--- src/design/svm4_pkg.sv ---
// Shared types and constants of the four-class int8 linear SVM scorer.
// Used by the front, queue, back and top-level modules; no dependencies.
`default_nettype none

package svm4_pkg;

  localparam int unsigned NUM_CLASSES       = 4;
  localparam int unsigned FEATURE_WORDS_DEF = 256;
  localparam int unsigned QUEUE_DEPTH       = 4;
  localparam int unsigned QPTR_W            = $clog2(QUEUE_DEPTH);
  localparam int unsigned QLVL_W            = $clog2(QUEUE_DEPTH + 1);

  typedef enum logic {
    ACT_LOAD    = 1'b0,
    ACT_FEATURE = 1'b1
  } action_t;

  typedef enum logic [1:0] {
    CFG_BIAS0 = 2'd0,
    CFG_BIAS1 = 2'd1,
    CFG_BIAS2 = 2'd2,
    CFG_BIAS3 = 2'd3
  } cfg_reg_t;

  // One feature word with the weight words of all classes at its position.
  typedef struct packed {
    logic [3:0][7:0]             feat;
    logic [NUM_CLASSES-1:0][31:0] weight;
    logic                        first;
    logic                        active;
    logic                        last;
  } work_t;

endpackage

`default_nettype wire

--- src/design/svm4_queue.sv ---
// Short work queue between the front end and the accumulate back end.
// Depends on svm4_pkg for the entry type and depth.
`default_nettype none

module svm4_queue (
  input  logic                        clk,
  input  logic                        rst_n,
  input  logic                        push,
  input  svm4_pkg::work_t             push_data,
  input  logic                        pop,
  output logic                        head_valid,
  output svm4_pkg::work_t             head_data,
  output logic [svm4_pkg::QLVL_W-1:0] level
);

  svm4_pkg::work_t                    entry_r [svm4_pkg::QUEUE_DEPTH];
  logic [svm4_pkg::QPTR_W-1:0]        wr_ptr_r;
  logic [svm4_pkg::QPTR_W-1:0]        wr_ptr_nxt;
  logic [svm4_pkg::QPTR_W-1:0]        rd_ptr_r;
  logic [svm4_pkg::QPTR_W-1:0]        rd_ptr_nxt;
  logic [svm4_pkg::QLVL_W-1:0]        level_r;
  logic [svm4_pkg::QLVL_W-1:0]        level_nxt;
  logic                               do_pop;

  assign head_valid = (level_r != '0);
  assign head_data  = entry_r[rd_ptr_r];
  assign level      = level_r;
  assign do_pop     = pop && head_valid;

  assign wr_ptr_nxt = push   ? svm4_pkg::QPTR_W'(wr_ptr_r + 1'b1) : wr_ptr_r;
  assign rd_ptr_nxt = do_pop ? svm4_pkg::QPTR_W'(rd_ptr_r + 1'b1) : rd_ptr_r;

  always_comb begin
    unique case ({push, do_pop})
      2'b10:   level_nxt = svm4_pkg::QLVL_W'(level_r + 1'b1);
      2'b01:   level_nxt = svm4_pkg::QLVL_W'(level_r - 1'b1);
      default: level_nxt = level_r;
    endcase
  end

  always_ff @(posedge clk) begin
    if (!rst_n) begin
      wr_ptr_r <= '0;
      rd_ptr_r <= '0;
      level_r  <= '0;
    end else begin
      wr_ptr_r <= wr_ptr_nxt;
      rd_ptr_r <= rd_ptr_nxt;
      level_r  <= level_nxt;
    end
  end

  always_ff @(posedge clk) begin
    if (push) begin
      entry_r[wr_ptr_r] <= push_data;
    end
  end

endmodule

`default_nettype wire

--- config.mk ---
export PLATFORM = sky130hd
export DESIGN_NAME = svm4_queue
export DESIGN_NICKNAME = d
export VERILOG_FILES = /design/src/design/svm4_pkg.sv /design/src/design/svm4_queue.sv
export SDC_FILE = /design/constraint.sdc
export NUM_CORES = 1
export LEC_CHECK = 0
export BUFFER_PORTS_ARGS = -buffer_cell sky130_fd_sc_hd__buf_4
export CAP_MARGIN = 20
export CORE_ASPECT_RATIO = 0.7
export CORE_UTILIZATION = 53
export CTS_BUF_LIST = sky130_fd_sc_hd__clkbuf_8
export CTS_CLUSTER_DIAMETER = 40
export DETAILED_ROUTE_END_ITERATION = 10
export GPL_TIMING_DRIVEN = 1
export PLACE_DENSITY = 0.76
export SYNTH_ARGS = -nofsm -noshare
export SYNTH_HDL_FRONTEND = slang
export SYNTH_SLANG_ARGS = --single-unit
export TNS_END_PERCENT = 100
--- constraint.sdc ---
create_clock -name clk -period 4.4 [get_ports clk]
set_input_delay 0.22 -clock clk [delete_from_list [all_inputs] [get_ports clk]]
set_output_delay 0.22 -clock clk [all_outputs]
set_load 0.02 [all_outputs]
==> metrics.csv <==
metric;value;unit
Synth cell types;22;
post_cts resized;0;
Hold-fix buffers, CTS;166;
num ports;334;
hold path startpoint;push_data[159];
Max Cap Violations;0;
maximum VDD drop;0.400;mV
post-synth top area share;81.8;%
setup TNS;0;ps
Die H;180;um
Syn Inst Count;897;
Tot Pwr;15.2;mW
crit path max-delay cell type;dfxtp_4;
Fmax;0.328;GHz
Synth area leaders;edfxtp_1 (82%), mux4_2 (15%), dfxtp_1 (0.75%);
FF-to-FF setup slack;2220;ps
Post-synth EDFFs;652;
top cells by count, synth;edfxtp_1 (652), mux4_2 (163), buf_2 (18);
WHS Endpoint;entry_r[3][159];
core region area;44100;sq um
dpl cell area;27300;sq um
HP Class;in -> reg;
cell family contributing the most delay on the critical path;flip-flops;
Sink Count;661;
Leak;10.5;nW
final hold viol count;0;
syn nets;1070;
slowest cell delay on critical path;1000;ps
Ys Warns;0;
Clk Latency, worst-skew pair;640;ps
final core occ;69.4;%
worst r2r src;wr_ptr_r[0];
Tcrit/Tclk final;69.2;%
Max clock buf depth;3;
dpl hpwl;28400;um
met2 Track Usage GR;35.7;%
share of cells above drive strength 1;41.0;%
post-synth top area cell;edfxtp_1;
Data arrival, critical path;2830;ps
power per cell area;496;nW/um^2
drt drc;0;
Slew @ Worst Pin;1020;ps
met3 GRT Util;5.96;%
post-route cell area;30600;sq um
Synth Register Bits;661;
Final Max Slew Viols;0;
CTS Buf Count;94;
final setup violation count;0;
CP startpoint kind;flip-flop;
fin cells;2155;
CP bufs+invs;2;
met1 Use GR;28.6;%
First DRT Iteration DRCs;993;
Via density;5.43;
DR pass1 iterations;5;
outcome;finished, final reports clean;
CP endpoint kind;primary output;
Crit path top cell by count;buf_4;
WL final;48900;um
largest net degree at the start of global routing;86;
most frequent cell after synthesis;edfxtp_1;
RSZ-0062 raised after global routing;false;
antenna violations before repair;3;
IO Port Bufs;333;
vias;11700;
Synth Flop Type;edfxtp_1;
async set-reset flop share out of synthesis;0;%
Reg clk slew, reported paths;70;ps
Worst Path Max Fanout;47;
placed cells;1813;
GR Util All Layers;21.7;%
global routing's busiest layer;met2;
row count;64;
Seq/Total Area, Yosys;82.5;%
synthesized cell area;23900;sq um
Rel. slew slack;32.1;%
vias in the first global route;12600;
CTS tree;yes;
CP required;4180;ps
GPL Wtd Cong;0.755;
die area;46000;sq um
filler instances;2583;
layout net count;1654;
Worst Skew;27.3;ps
min Tclk post-route;3050;ps
RR Endpoint;entry_r[0][161];
H-tree depth;3;
Syn-to-layout area delta;27.9;%
CP Cell Sequence;buf_4 -> mux4_2 -> buf_4;
first-pass GRT wire length;75000;um
cell depth of the worst hold path;2;
Syn Area/Cell;26.7;sq um
ANT nets after route;0;
Initial Util;54.3;%
wire per inst;22.7;um
Root Buffer;clkbuf_8;
r2r worst-path depth;4;
Post-CTS Setup Inserts;0;
grt total ovfl;0;
Die W;256;um
Crit Path Class;reg -> out;
## stage by stage
step	hold WS [ps]	setup slack, ps
CTS	239	1210
global route	249	1130
detailed placement	423	1940
global placement	419	1980
finish	313	1350
floorplan	319	1420
## metal layers
metal	part of all wire [%]	vias up
li1	-	5069
met1	40	6112
met2	51	436
met3	7.0	94
met4	2.2	0
met5	0	-
## kinds of logic after synthesis
kind of cell,Yosys count,synth area share (%)
compound gates,5,0.146
simple gates,14,0.355
mux,164,15.4
xor+xnor,5,0.183
buf+inv,42,1.07
fa+ha+maj,6,0.345
flops,661,82.5
## where the power goes
| part | total (mW) | switching (mW) | internal [mW] |
|---|---|---|---|
| logic | 3.46 | 1.73 | 1.73 |
| registers | 7.45 | 0.202 | 7.25 |
| clock network | 4.29 | 2.25 | 2.04 |
## final cells by class
cell class              count  area [sq um]  area share, %
diodes                      4          10.0         0.0327
well taps                 594           743           2.43
clock inverters            76           335           1.09
multi-input cells         194          3940           12.9
clock buffers              96          1320           4.31
flip-flops and latches    661         19800           64.5
repair buffers            524          4490           14.7
inverters                   6          22.5         0.0735
## cells in the final DEF, fill, tap and decap left out
cell type	n
buf_4	347
xnor2_1	3
inv_8	1
o311ai_0	1
o31a_1	1
fa_1	1
dfxtp_1	7
dlygate4sd3_1	166
a21boi_0	1
mux2i_1	1
clkinv_1	23
inv_1	44
clkinvlp_4	1
dfxtp_4	2
xor2_1	2
edfxtp_1	652
and2_4	4
inv_6	2
and2_1	4
clkinv_4	1
mux4_2	163
nand2_1	1
ha_1	5
clkinv_8	1
clkinv_2	9
o21ai_0	2
diode_2	4
or3_1	2
buf_12	11
nor2b_1	3
clkbuf_8	96
## worst register-to-register path, cell delays in order, from the launching register on
cell     delay (ps)
dfxtp_1         350
inv_1           100
ha_1            150
and2_4          560
buf_12          460
## registers in the layout, indices dropped and copies added (netlist names), named ones only
| signal | flops |
|---|---|
| rd_ptr_r | 2 |
| entry_r | 652 |
| level | 3 |
| wr_ptr_r | 2 |
## how the worst max path moves through the flow
stage,from,endpoint,slack [ps],cells after the start
final,flip-flop,head_data[153],1350,3
after global routing,flip-flop,head_data[153],1130,3
after CTS,flip-flop,head_data[153],1210,3
after detailed placement,flip-flop,head_data[153],1940,3
after global placement,flip-flop,head_data[157],1980,3
after floorplan,wr_ptr_r[0],entry_r[2][0],1420,3
No activity file was read; power rests on OpenSTA's default activity.
